### src/hw/rtl/randomized_set_table_unit_macros.svh
// assertion macros for the randomized set table unit
`ifndef RANDOMIZED_SET_TABLE_UNIT_MACROS_SVH
`define RANDOMIZED_SET_TABLE_UNIT_MACROS_SVH

// property holds at every clock edge out of reset
`define RSTU_ASSERT_ALWAYS(lbl, cond) \
	lbl: assert property (@(posedge clk) disable iff (!arst_n) (cond)) \
		else $error("randomized set table: invariant violated");

// same-cycle implication
`define RSTU_ASSERT_IMPL(lbl, ante, cons) \
	lbl: assert property (@(posedge clk) disable iff (!arst_n) (ante) |-> (cons)) \
		else $error("randomized set table: implication violated");

// next-cycle implication
`define RSTU_ASSERT_NEXT(lbl, ante, cons) \
	lbl: assert property (@(posedge clk) disable iff (!arst_n) (ante) |=> (cons)) \
		else $error("randomized set table: next-cycle check violated");

`endif

### src/hw/rtl/rset_pkg.sv
// types and constants shared by the randomized set table unit
`timescale 1ns / 1ps
package rset_pkg;

	localparam int CAPACITY = 64;
	localparam int IDX_W    = $clog2(CAPACITY);
	localparam int TOT_W    = $clog2(CAPACITY + 1);

	localparam int OPC_W    = 2;
	localparam int VALUE_W  = 32;
	localparam int RND_W    = 16;
	localparam int STATUS_W = 2;
	localparam int COUNT_W  = 7;
	localparam int DIVC_W   = $clog2(RND_W);

	localparam logic [OPC_W-1:0] OP_INSERT = 2'd0;
	localparam logic [OPC_W-1:0] OP_REMOVE = 2'd1;
	localparam logic [OPC_W-1:0] OP_PICK   = 2'd2;

	localparam logic [STATUS_W-1:0] ST_DONE  = 2'd0;
	localparam logic [STATUS_W-1:0] ST_NOCHG = 2'd1;
	localparam logic [STATUS_W-1:0] ST_FULL  = 2'd2;
	localparam logic [STATUS_W-1:0] ST_EMPTY = 2'd3;

	typedef enum logic [3:0] {
		S_IDLE,
		S_SEARCH,
		S_APPLY,
		S_RM_RD,
		S_RM_WR,
		S_DIV,
		S_PK_RD,
		S_PK_CAP,
		S_FINISH
	} state_t;

endpackage

### src/hw/rtl/rset_if.sv
// request and response channel interfaces
`timescale 1ns / 1ps
interface rset_req_if;
	logic                               valid;
	logic                               ready;
	logic [rset_pkg::OPC_W-1:0]         opcode;
	logic signed [rset_pkg::VALUE_W-1:0] value;
	logic [rset_pkg::RND_W-1:0]         random_word;

	modport source (output valid, opcode, value, random_word, input ready);
	modport sink (input valid, opcode, value, random_word, output ready);
endinterface

interface rset_rsp_if;
	logic                               valid;
	logic                               ready;
	logic [rset_pkg::STATUS_W-1:0]      status;
	logic signed [rset_pkg::VALUE_W-1:0] picked_value;
	logic [rset_pkg::COUNT_W-1:0]       member_count;

	modport source (output valid, status, picked_value, member_count, input ready);
	modport sink (input valid, status, picked_value, member_count, output ready);
endinterface

### src/hw/rtl/rset_ram.sv
// generic single-port-write, single-port-read ram with registered read
`timescale 1ns / 1ps
module rset_ram #(
	parameter int WIDTH = 32,
	parameter int DEPTH = 64
) (
	input  logic                       clk,
	input  logic                       we,
	input  logic [$clog2(DEPTH)-1:0]   waddr,
	input  logic [WIDTH-1:0]           wdata,
	input  logic [$clog2(DEPTH)-1:0]   raddr,
	output logic [WIDTH-1:0]           rdata
);

	logic [WIDTH-1:0] mem [DEPTH];

	always_ff @(posedge clk) begin
		if (we) begin
			mem[waddr] <= wdata;
		end
		rdata <= mem[raddr];
	end

endmodule

### src/hw/rtl/randomized_set_table_unit.sv
// randomized set table: insert, remove and random pick over a packed store
//
//  channel | dir | payload                                  | handshake
//  --------+-----+------------------------------------------+------------
//  req     | in  | opcode, value, random_word               | valid/ready
//  rsp     | out | status, picked_value, member_count       | valid/ready
//
// insert and remove scan the store one entry a cycle through the ram read
// port, then apply the change; random pick runs 16 modulo steps, then reads
// the chosen entry. req.ready is high only in idle, so a new request is taken
// only once the last one has been moved into the result register.
// the result register frees the sequencer; a stalled rsp holds only the final step.
// arst_n clears the count, state and result valid; the store is not cleared.
`timescale 1ns / 1ps
`include "randomized_set_table_unit_macros.svh"
module randomized_set_table_unit (
	input  logic       clk,
	input  logic       arst_n,
	rset_req_if.sink   req,
	rset_rsp_if.source rsp
);

	rset_pkg::state_t state_q, state_d;

	logic [rset_pkg::OPC_W-1:0]    op_q;
	logic [rset_pkg::VALUE_W-1:0]  value_q;
	logic [rset_pkg::RND_W-1:0]    rnd_q;
	logic [rset_pkg::TOT_W-1:0]    idx_q;
	logic                          chk_q;
	logic                          found_q;
	logic [rset_pkg::IDX_W-1:0]    pos_q;
	logic [rset_pkg::TOT_W-1:0]    total_q;
	logic [rset_pkg::TOT_W-1:0]    rem_q;
	logic [rset_pkg::DIVC_W-1:0]   div_cnt_q;
	logic [rset_pkg::STATUS_W-1:0] status_q;
	logic [rset_pkg::VALUE_W-1:0]  picked_q;

	logic                          out_valid_q;
	logic [rset_pkg::STATUS_W-1:0] out_status_q;
	logic [rset_pkg::VALUE_W-1:0]  out_picked_q;
	logic [rset_pkg::COUNT_W-1:0]  out_count_q;

	logic                          ram_we;
	logic [rset_pkg::IDX_W-1:0]    ram_waddr;
	logic [rset_pkg::VALUE_W-1:0]  ram_wdata;
	logic [rset_pkg::IDX_W-1:0]    ram_raddr;
	logic [rset_pkg::VALUE_W-1:0]  ram_rdata;

	logic                          accept;
	logic                          match;
	logic                          scan_more;
	logic                          search_end;
	logic                          out_free;
	logic                          is_full;
	logic [rset_pkg::TOT_W:0]      trial;
	logic [rset_pkg::TOT_W-1:0]    rem_next;
	logic [rset_pkg::TOT_W-1:0]    last_idx;
	logic                          upd_state;
	logic                          out_not_done;

	rset_ram #(
		.WIDTH(rset_pkg::VALUE_W),
		.DEPTH(rset_pkg::CAPACITY)
	) u_store (
		.clk  (clk),
		.we   (ram_we),
		.waddr(ram_waddr),
		.wdata(ram_wdata),
		.raddr(ram_raddr),
		.rdata(ram_rdata)
	);

	assign accept     = req.valid && req.ready;
	assign match      = chk_q && (ram_rdata == value_q);
	assign scan_more  = idx_q < total_q;
	assign search_end = !chk_q && !scan_more;
	assign out_free   = !out_valid_q || rsp.ready;
	assign is_full    = total_q >= rset_pkg::TOT_W'(rset_pkg::CAPACITY);
	assign last_idx   = total_q - rset_pkg::TOT_W'(1);

	// restoring modulo step, remainder always stays below the count
	assign trial = {rem_q, rnd_q[rset_pkg::RND_W-1]};
	always_comb begin
		if (trial >= {1'b0, total_q}) begin
			rem_next = rset_pkg::TOT_W'(trial - {1'b0, total_q});
		end else begin
			rem_next = trial[rset_pkg::TOT_W-1:0];
		end
	end

	// next state
	always_comb begin
		state_d = state_q;
		unique case (state_q)
			rset_pkg::S_IDLE: begin
				if (req.valid) begin
					if (req.opcode == rset_pkg::OP_INSERT
							|| req.opcode == rset_pkg::OP_REMOVE) begin
						state_d = rset_pkg::S_SEARCH;
					end else if (req.opcode == rset_pkg::OP_PICK && total_q != '0) begin
						state_d = rset_pkg::S_DIV;
					end else begin
						state_d = rset_pkg::S_FINISH;
					end
				end
			end
			rset_pkg::S_SEARCH: begin
				if (match || search_end) begin
					state_d = rset_pkg::S_APPLY;
				end
			end
			rset_pkg::S_APPLY: begin
				if (op_q == rset_pkg::OP_REMOVE && found_q) begin
					state_d = rset_pkg::S_RM_RD;
				end else begin
					state_d = rset_pkg::S_FINISH;
				end
			end
			rset_pkg::S_RM_RD:  state_d = rset_pkg::S_RM_WR;
			rset_pkg::S_RM_WR:  state_d = rset_pkg::S_FINISH;
			rset_pkg::S_DIV: begin
				if (div_cnt_q == rset_pkg::DIVC_W'(rset_pkg::RND_W - 1)) begin
					state_d = rset_pkg::S_PK_RD;
				end
			end
			rset_pkg::S_PK_RD:  state_d = rset_pkg::S_PK_CAP;
			rset_pkg::S_PK_CAP: state_d = rset_pkg::S_FINISH;
			rset_pkg::S_FINISH: begin
				if (out_free) begin
					state_d = rset_pkg::S_IDLE;
				end
			end
			default: state_d = rset_pkg::S_IDLE;
		endcase
	end

	// sequencer outputs
	always_comb begin
		req.ready = 1'b0;
		ram_we    = 1'b0;
		ram_waddr = total_q[rset_pkg::IDX_W-1:0];
		ram_wdata = value_q;
		ram_raddr = '0;
		unique case (state_q)
			rset_pkg::S_IDLE: req.ready = 1'b1;
			rset_pkg::S_SEARCH: ram_raddr = idx_q[rset_pkg::IDX_W-1:0];
			rset_pkg::S_APPLY: begin
				ram_we = (op_q == rset_pkg::OP_INSERT) && !found_q && !is_full;
			end
			rset_pkg::S_RM_RD: ram_raddr = last_idx[rset_pkg::IDX_W-1:0];
			rset_pkg::S_RM_WR: begin
				ram_we    = 1'b1;
				ram_waddr = pos_q;
				ram_wdata = ram_rdata;
			end
			rset_pkg::S_PK_RD: ram_raddr = rem_q[rset_pkg::IDX_W-1:0];
			rset_pkg::S_DIV, rset_pkg::S_PK_CAP, rset_pkg::S_FINISH: begin
			end
			default: begin
			end
		endcase
	end

	// control state
	always_ff @(posedge clk or negedge arst_n) begin
		if (!arst_n) begin
			state_q     <= rset_pkg::S_IDLE;
			total_q     <= '0;
			out_valid_q <= 1'b0;
		end else begin
			state_q <= state_d;
			if (state_q == rset_pkg::S_APPLY && op_q == rset_pkg::OP_INSERT
					&& !found_q && !is_full) begin
				total_q <= total_q + rset_pkg::TOT_W'(1);
			end else if (state_q == rset_pkg::S_RM_WR) begin
				total_q <= last_idx;
			end
			if (state_q == rset_pkg::S_FINISH && out_free) begin
				out_valid_q <= 1'b1;
			end else if (rsp.ready) begin
				out_valid_q <= 1'b0;
			end
		end
	end

	// working registers and result word
	always_ff @(posedge clk) begin
		if (accept) begin
			op_q      <= req.opcode;
			value_q   <= $unsigned(req.value);
			rnd_q     <= req.random_word;
			idx_q     <= '0;
			chk_q     <= 1'b0;
			found_q   <= 1'b0;
			rem_q     <= '0;
			div_cnt_q <= '0;
			picked_q  <= '0;
			status_q  <= (req.opcode == rset_pkg::OP_PICK && total_q == '0)
				? rset_pkg::ST_EMPTY : rset_pkg::ST_DONE;
		end
		case (state_q)
			rset_pkg::S_SEARCH: begin
				if (match) begin
					found_q <= 1'b1;
					pos_q   <= rset_pkg::IDX_W'(idx_q - rset_pkg::TOT_W'(1));
					chk_q   <= 1'b0;
				end else begin
					chk_q <= scan_more;
					if (scan_more) begin
						idx_q <= idx_q + rset_pkg::TOT_W'(1);
					end
				end
			end
			rset_pkg::S_APPLY: begin
				if (op_q == rset_pkg::OP_INSERT) begin
					if (found_q) begin
						status_q <= rset_pkg::ST_NOCHG;
					end else if (is_full) begin
						status_q <= rset_pkg::ST_FULL;
					end
				end else if (!found_q) begin
					status_q <= rset_pkg::ST_NOCHG;
				end
			end
			rset_pkg::S_DIV: begin
				rem_q     <= rem_next;
				rnd_q     <= {rnd_q[rset_pkg::RND_W-2:0], 1'b0};
				div_cnt_q <= div_cnt_q + rset_pkg::DIVC_W'(1);
			end
			rset_pkg::S_PK_CAP: picked_q <= ram_rdata;
			rset_pkg::S_FINISH: begin
				if (out_free) begin
					out_status_q <= status_q;
					out_picked_q <= picked_q;
					out_count_q  <= rset_pkg::COUNT_W'(total_q);
				end
			end
			default: begin
			end
		endcase
	end

	assign rsp.valid        = out_valid_q;
	assign rsp.status       = out_status_q;
	assign rsp.picked_value = $signed(out_picked_q);
	assign rsp.member_count = out_count_q;

	// states in which the count and the store may change
	assign upd_state    = state_q == rset_pkg::S_APPLY || state_q == rset_pkg::S_RM_WR;
	assign out_not_done = out_valid_q && out_status_q != rset_pkg::ST_DONE;

	`RSTU_ASSERT_ALWAYS(a_total_in_range, total_q <= rset_pkg::TOT_W'(rset_pkg::CAPACITY))
	`RSTU_ASSERT_NEXT(a_total_only_on_update, !upd_state, $stable(total_q))
	`RSTU_ASSERT_IMPL(a_write_only_on_update, ram_we, upd_state)
	`RSTU_ASSERT_IMPL(a_picked_zero_unless_done, out_not_done, out_picked_q == '0)

endmodule

### src/flat_wrapper.sv
// flat-port wrapper written by rule: the top's interface ports become plain ports
module randomized_set_table_unit_flat 
  (clk, arst_n, req_valid, req_opcode, req_value, req_random_word, req_ready, rsp_valid, rsp_status, rsp_picked_value, rsp_member_count, rsp_ready);
  rset_req_if req_i ();
  rset_rsp_if rsp_i ();
  input  logic clk;
  input  logic arst_n;
  input wire logic [$bits(req_i.valid)-1:0] req_valid;
  input wire logic [$bits(req_i.opcode)-1:0] req_opcode;
  input wire logic [$bits(req_i.value)-1:0] req_value;
  input wire logic [$bits(req_i.random_word)-1:0] req_random_word;
  output wire logic [$bits(req_i.ready)-1:0] req_ready;
  output wire logic [$bits(rsp_i.valid)-1:0] rsp_valid;
  output wire logic [$bits(rsp_i.status)-1:0] rsp_status;
  output wire logic [$bits(rsp_i.picked_value)-1:0] rsp_picked_value;
  output wire logic [$bits(rsp_i.member_count)-1:0] rsp_member_count;
  input wire logic [$bits(rsp_i.ready)-1:0] rsp_ready;
  assign req_i.valid = req_valid;
  assign req_i.opcode = req_opcode;
  assign req_i.value = req_value;
  assign req_i.random_word = req_random_word;
  assign req_ready = req_i.ready;
  assign rsp_valid = rsp_i.valid;
  assign rsp_status = rsp_i.status;
  assign rsp_picked_value = rsp_i.picked_value;
  assign rsp_member_count = rsp_i.member_count;
  assign rsp_i.ready = rsp_ready;
  randomized_set_table_unit u_core (.clk(clk), .arst_n(arst_n), .req(req_i), .rsp(rsp_i));
endmodule
### config.mk
export PLATFORM = sky130hd
export DESIGN_NAME = randomized_set_table_unit_flat
export DESIGN_NICKNAME = d
export VERILOG_FILES = /design/src/hw/rtl/rset_pkg.sv /design/src/hw/rtl/rset_if.sv /design/src/hw/rtl/rset_ram.sv /design/src/hw/rtl/randomized_set_table_unit.sv /design/src/flat_wrapper.sv
export VERILOG_INCLUDE_DIRS = /design/src /design/src/hw/rtl
export SDC_FILE = /design/constraint.sdc
export NUM_CORES = 2
export LEC_CHECK = 0
export BUFFER_PORTS_ARGS = -buffer_cell sky130_fd_sc_hd__buf_2
export CAP_MARGIN = 20
export CORE_MARGIN = 4
export CORE_UTILIZATION = 40
export DETAILED_ROUTE_END_ITERATION = 16
export GPL_TIMING_DRIVEN = 0
export PLACE_DENSITY = 0.63
export SETUP_SLACK_MARGIN = 0.4
export SLEW_MARGIN = 20
export SYNTH_ARGS = -nofsm -noshare
export SYNTH_HDL_FRONTEND = slang
export SYNTH_SLANG_ARGS = --single-unit
### constraint.sdc
create_clock -name clk -period 7.8 [get_ports clk]
set_input_delay 0.39 -clock clk [delete_from_list [all_inputs] [get_ports clk]]
set_output_delay 0.39 -clock clk [all_outputs]
set_load 0.01 [all_outputs]
==> metrics.txt <==
reg2reg path depth=12; Fin Clk Skew=0.03710 ns; final setup vio count=0; H-tree depth reported by CTS=4; P_leak=32.19 nW; hpwl dp=155900 µm; required time of the worst setup path=8.47 ns; detailed-route vias per instance=5.812; delay-heaviest family, CP=buffers and inverters; CTS clk-pin slew, worst paths=0.06 ns; Sum Neg Setup Slack=0 ns; master of the slowest instance on the critical path=dfrtp_1; number of buffers between clock root and the deepest sink=3; biggest cell delay along the critical path=0.65 ns; achievable frequency=170.3 MHz; final hold slack=around 0.23 ns; least setup slack across all paths after layout=1.927 ns; final slew viol count=0; wire length of the first global-routing pass=between 300000 and 400000 µm; TritonCTS clock tree=built; Iter 0 DRT Violations=6211; count of pins on the block boundary=97; hold crit path type=primary input to flop; FF+latch area=66860 µm²; mean post-synth cell area=20.23 µm²; share of post-route cells with drive strength above 1=0.2482; Area Growth Syn to Fin=17.07%; headroom to the max-slew limit=0.2711; die boundary width=between 400 and 500 µm; cell chosen for the clock root=clkbuf_16; number of cells on the worst hold path=2; total of warnings raised by yosys=0; total clock buffers created by CTS=215; number of max-cap violations=0; post_cts resized=0; total of flip-flops plus latches after synthesis=2243; count of buffers inserted at the top-level ports=96; critical path start-end classification=flop to flop; area of combinational cells with multiple inputs=roughly 19000 µm²; Setup WS pre-CTS=2.130 ns; Post-Syn Instances=between 4000 and 5000; All-Layer GR Usage=0.2079; number of clock sinks=2243; top post-synthesis cells by area=edfxtp_1 (76%), mux4_2 (12%), a22oi_1 (2.0%), nand2_1 (1.7%), dfxtp_1 (1.0%); height of the die=around 470 µm; setup repair after global routing missed its margin=false; EDFF count, synth=about 2200; standard cell core area=about 210000 µm²; peak supply drop=roughly 0.25 mV; drt first pass iters=8; starting density of the core=0.4034; main flop type after synthesis=edfxtp_1; Netlist cell types=72; crit path capture type=flop; wire per inst=30.23 µm; number of antenna violations at the first check in global routing=5; Setup Buffers After CTS=0; min cycle time layout=slightly below 6 ns; DR DRC count=0; # rows=169; Synth top area share=0.7650; post-layout total power=33.61 mW; maximum fanout encountered on the critical timing path=10; maximum number of pins on one net before global-route repair=65; sequential element share of the synthesized area=0.7785; Crit path arrival time=6.54 ns; cell area after technology mapping=approximately 86000 µm²; overall overflow remaining after global route=0; via count=44880; buffers plus inverters on the worst setup path=4; cell taking the most area after synthesis=edfxtp_1; Cell Pwr Density=around 330 nW/µm²; count of antenna-violating nets left after detailed routing=0; weighted congestion reported at the end of routability-driven placement=roughly 0.96; Die Area=between 200000 and 250000 µm²; period utilisation layout=0.7529; final hold vios=0; worst slew pin tran=about 1.1 ns; result of the run=complete, no violations; number of inserted filler cells in the final layout=17300; startpoint type of the worst setup path=flop; ys async rst share=0.005350; total number of cells along the worst setup path=12; via count of the first global-routing pass=44000; critical-path cell list=clkinv_1 -> ha_1 -> nand4bb_1 -> a31oi_2 -> buf_2 -> buf_2 -> buf_1 -> mux4_2 -> a22oi_1 -> nand2_1 -> o22ai_1 -> nor2_1; post-synthesis net count=4319; DRT Wirelength=233400 µm; count of nets after finishing=about 4800; worst-skew pair later-pin latency=0.87 ns; crit-path most repeated cell=buf_2
[layout make-up]
class / instances / share of cell area
sequential: 2243 / 0.6650
multi-input combinational: 1752 / 0.1850
clock buffer: 261 / 0.05646
tap: 2821 / 0.03510
timing repair buffer: 255 / 0.03419
clock inverter: 134 / 0.01267
buffer: 229 / 0.01068
inverter: 22 / 0.0008213
antenna: 4 / 0.00009955
[metal layers]
| metal | track usage | wire length, µm | part of all wire | up-vias |
|---|---|---|---|---|
| met5 | 0 | 0 | 0 | - |
| met4 | 0.07448 | 8486 | 0.036 | 0 |
| met3 | 0.04711 | 22970 | 0.098 | 382 |
| met2 | 0.3150 | 106700 | 0.46 | 2439 |
| met1 | 0.2972 | 95180 | 0.41 | 23620 |
| li1 | - | - | - | 18430 |
[cell families after synthesis]
family | after synthesis | synth area share
xor+xnor | 52 | 0.005302
fa+ha+maj | 19 | 0.002855
mux | 480 | 0.1238
flops | 2243 | 0.7785
buf+inv | 251 | 0.01337
compound gates | 400 | 0.03387
simple gates | 801 | 0.04227
[flip-flops by register name, indices dropped and copies added (netlist names), 2 cells and up]
signal and flops:
u_core.rsp.status 2, u_core.pos_q 6, u_core.picked_q 32, u_core.u_store.mem 2048, u_core.rsp.picked_value 32, u_core.rsp.member_count 7, u_core.op_q 2, u_core.value_q 32
u_core.div_cnt_q 4, u_core.status_q 2, u_core.rem_q 7, u_core.total_q 7, u_core.rnd_q 16, u_core.u_store.rdata 32, u_core.idx_q 7, u_core.state_q 4
[path summary, 6_finish.rpt]
check / start / end / slack, ns
setup / recovery: u_core.total_q[0] / u_core.u_store.rdata[11] / 1.93
hold / removal: req_value[31] / u_core.value_q[31] / 0.23
setup reg to reg: u_core.total_q[0] / u_core.u_store.rdata[11] / 1.93
hold reg to reg: u_core.picked_q[11] / u_core.rsp.picked_value[11] / 0.41
max in group asynchronous: arst_n / u_core.state_q[3] / 6.71
min in group asynchronous: arst_n / u_core.total_q[1] / 0.67
[Yosys cell counts (5+ instances only)]
cell / instances
a211oi_1: 6
a21o_1: 8
a21oi_1: 33
a221oi_1: 9
a22o_1: 15
a22oi_1: 233
a311oi_1: 10
a31oi_1: 8
and2_1: 34
and3_1: 15
buf_1: 28
buf_2: 105
buf_4: 10
buf_6: 5
clkbuf_1: 81
dfrtp_1: 12
dfxtp_1: 43
edfxtp_1: 2188
ha_1: 18
inv_1: 20
mux2i_1: 13
mux4_2: 466
nand2_1: 385
nand2b_1: 9
nand3_1: 157
nand3b_1: 7
nand4_1: 9
nor2_1: 121
nor2b_1: 11
nor3_1: 12
nor4_1: 12
o21ai_0: 14
o22ai_1: 30
o31ai_1: 8
xnor2_1: 16
xor2_1: 36
[through the flow]
| step | cell area, µm² | std cells | util |
|---|---|---|---|
| 6_report | 100600 | 7721 | 0.4722 |
| 5_1_grt | 100500 | 7718 | 0.4722 |
| 4_1_cts | 100500 | 7717 | 0.4721 |
| 3_5_place_dp | 93030 | 7268 | 0.4369 |
| 3_3_place_gp | 89900 | 7163 | 0.4222 |
| 2_1_floorplan | 85890 | 4246 | - |
[cell usage in the layout (no fill, tap or decap), drive strengths merged, types with 6 or more instances in the layout]
cell,instances
a21oi,33
a22o,15
and3,15
nor2b,11
clkinvlp,8
o22ai,30
a221oi,9
nand2b,9
nand3b,7
a211oi,6
nor2,123
xnor2,16
a31oi,9
mux4,466
nand4,9
ha,18
o21ai,16
o31ai,8
nor3,13
edfxtp,2188
bufinv,19
nand3,157
dlygate4sd3,54
dfrtp,12
and2,34
clkinv,98
inv,31
xor2,36
a21o,8
mux2i,13
buf,349
dfxtp,43
a311oi,10
nor4,12
a22oi,233
clkbuf,342
nand2,385
[report_power, final]
part / switching [mW] / internal [mW]
clock: 4.49 / 5.81
sequential: 0.275 / 15.2
combinational: 5.52 / 2.34
total: 10.3 / 23.3
[what timing repair did]
action                                  CTS  global route
endpoints found under the hold margin    69             0
endpoints found under the setup margin    0             0
hold buffers                             54             0
Note: power is estimated with default switching activity, not from simulation.
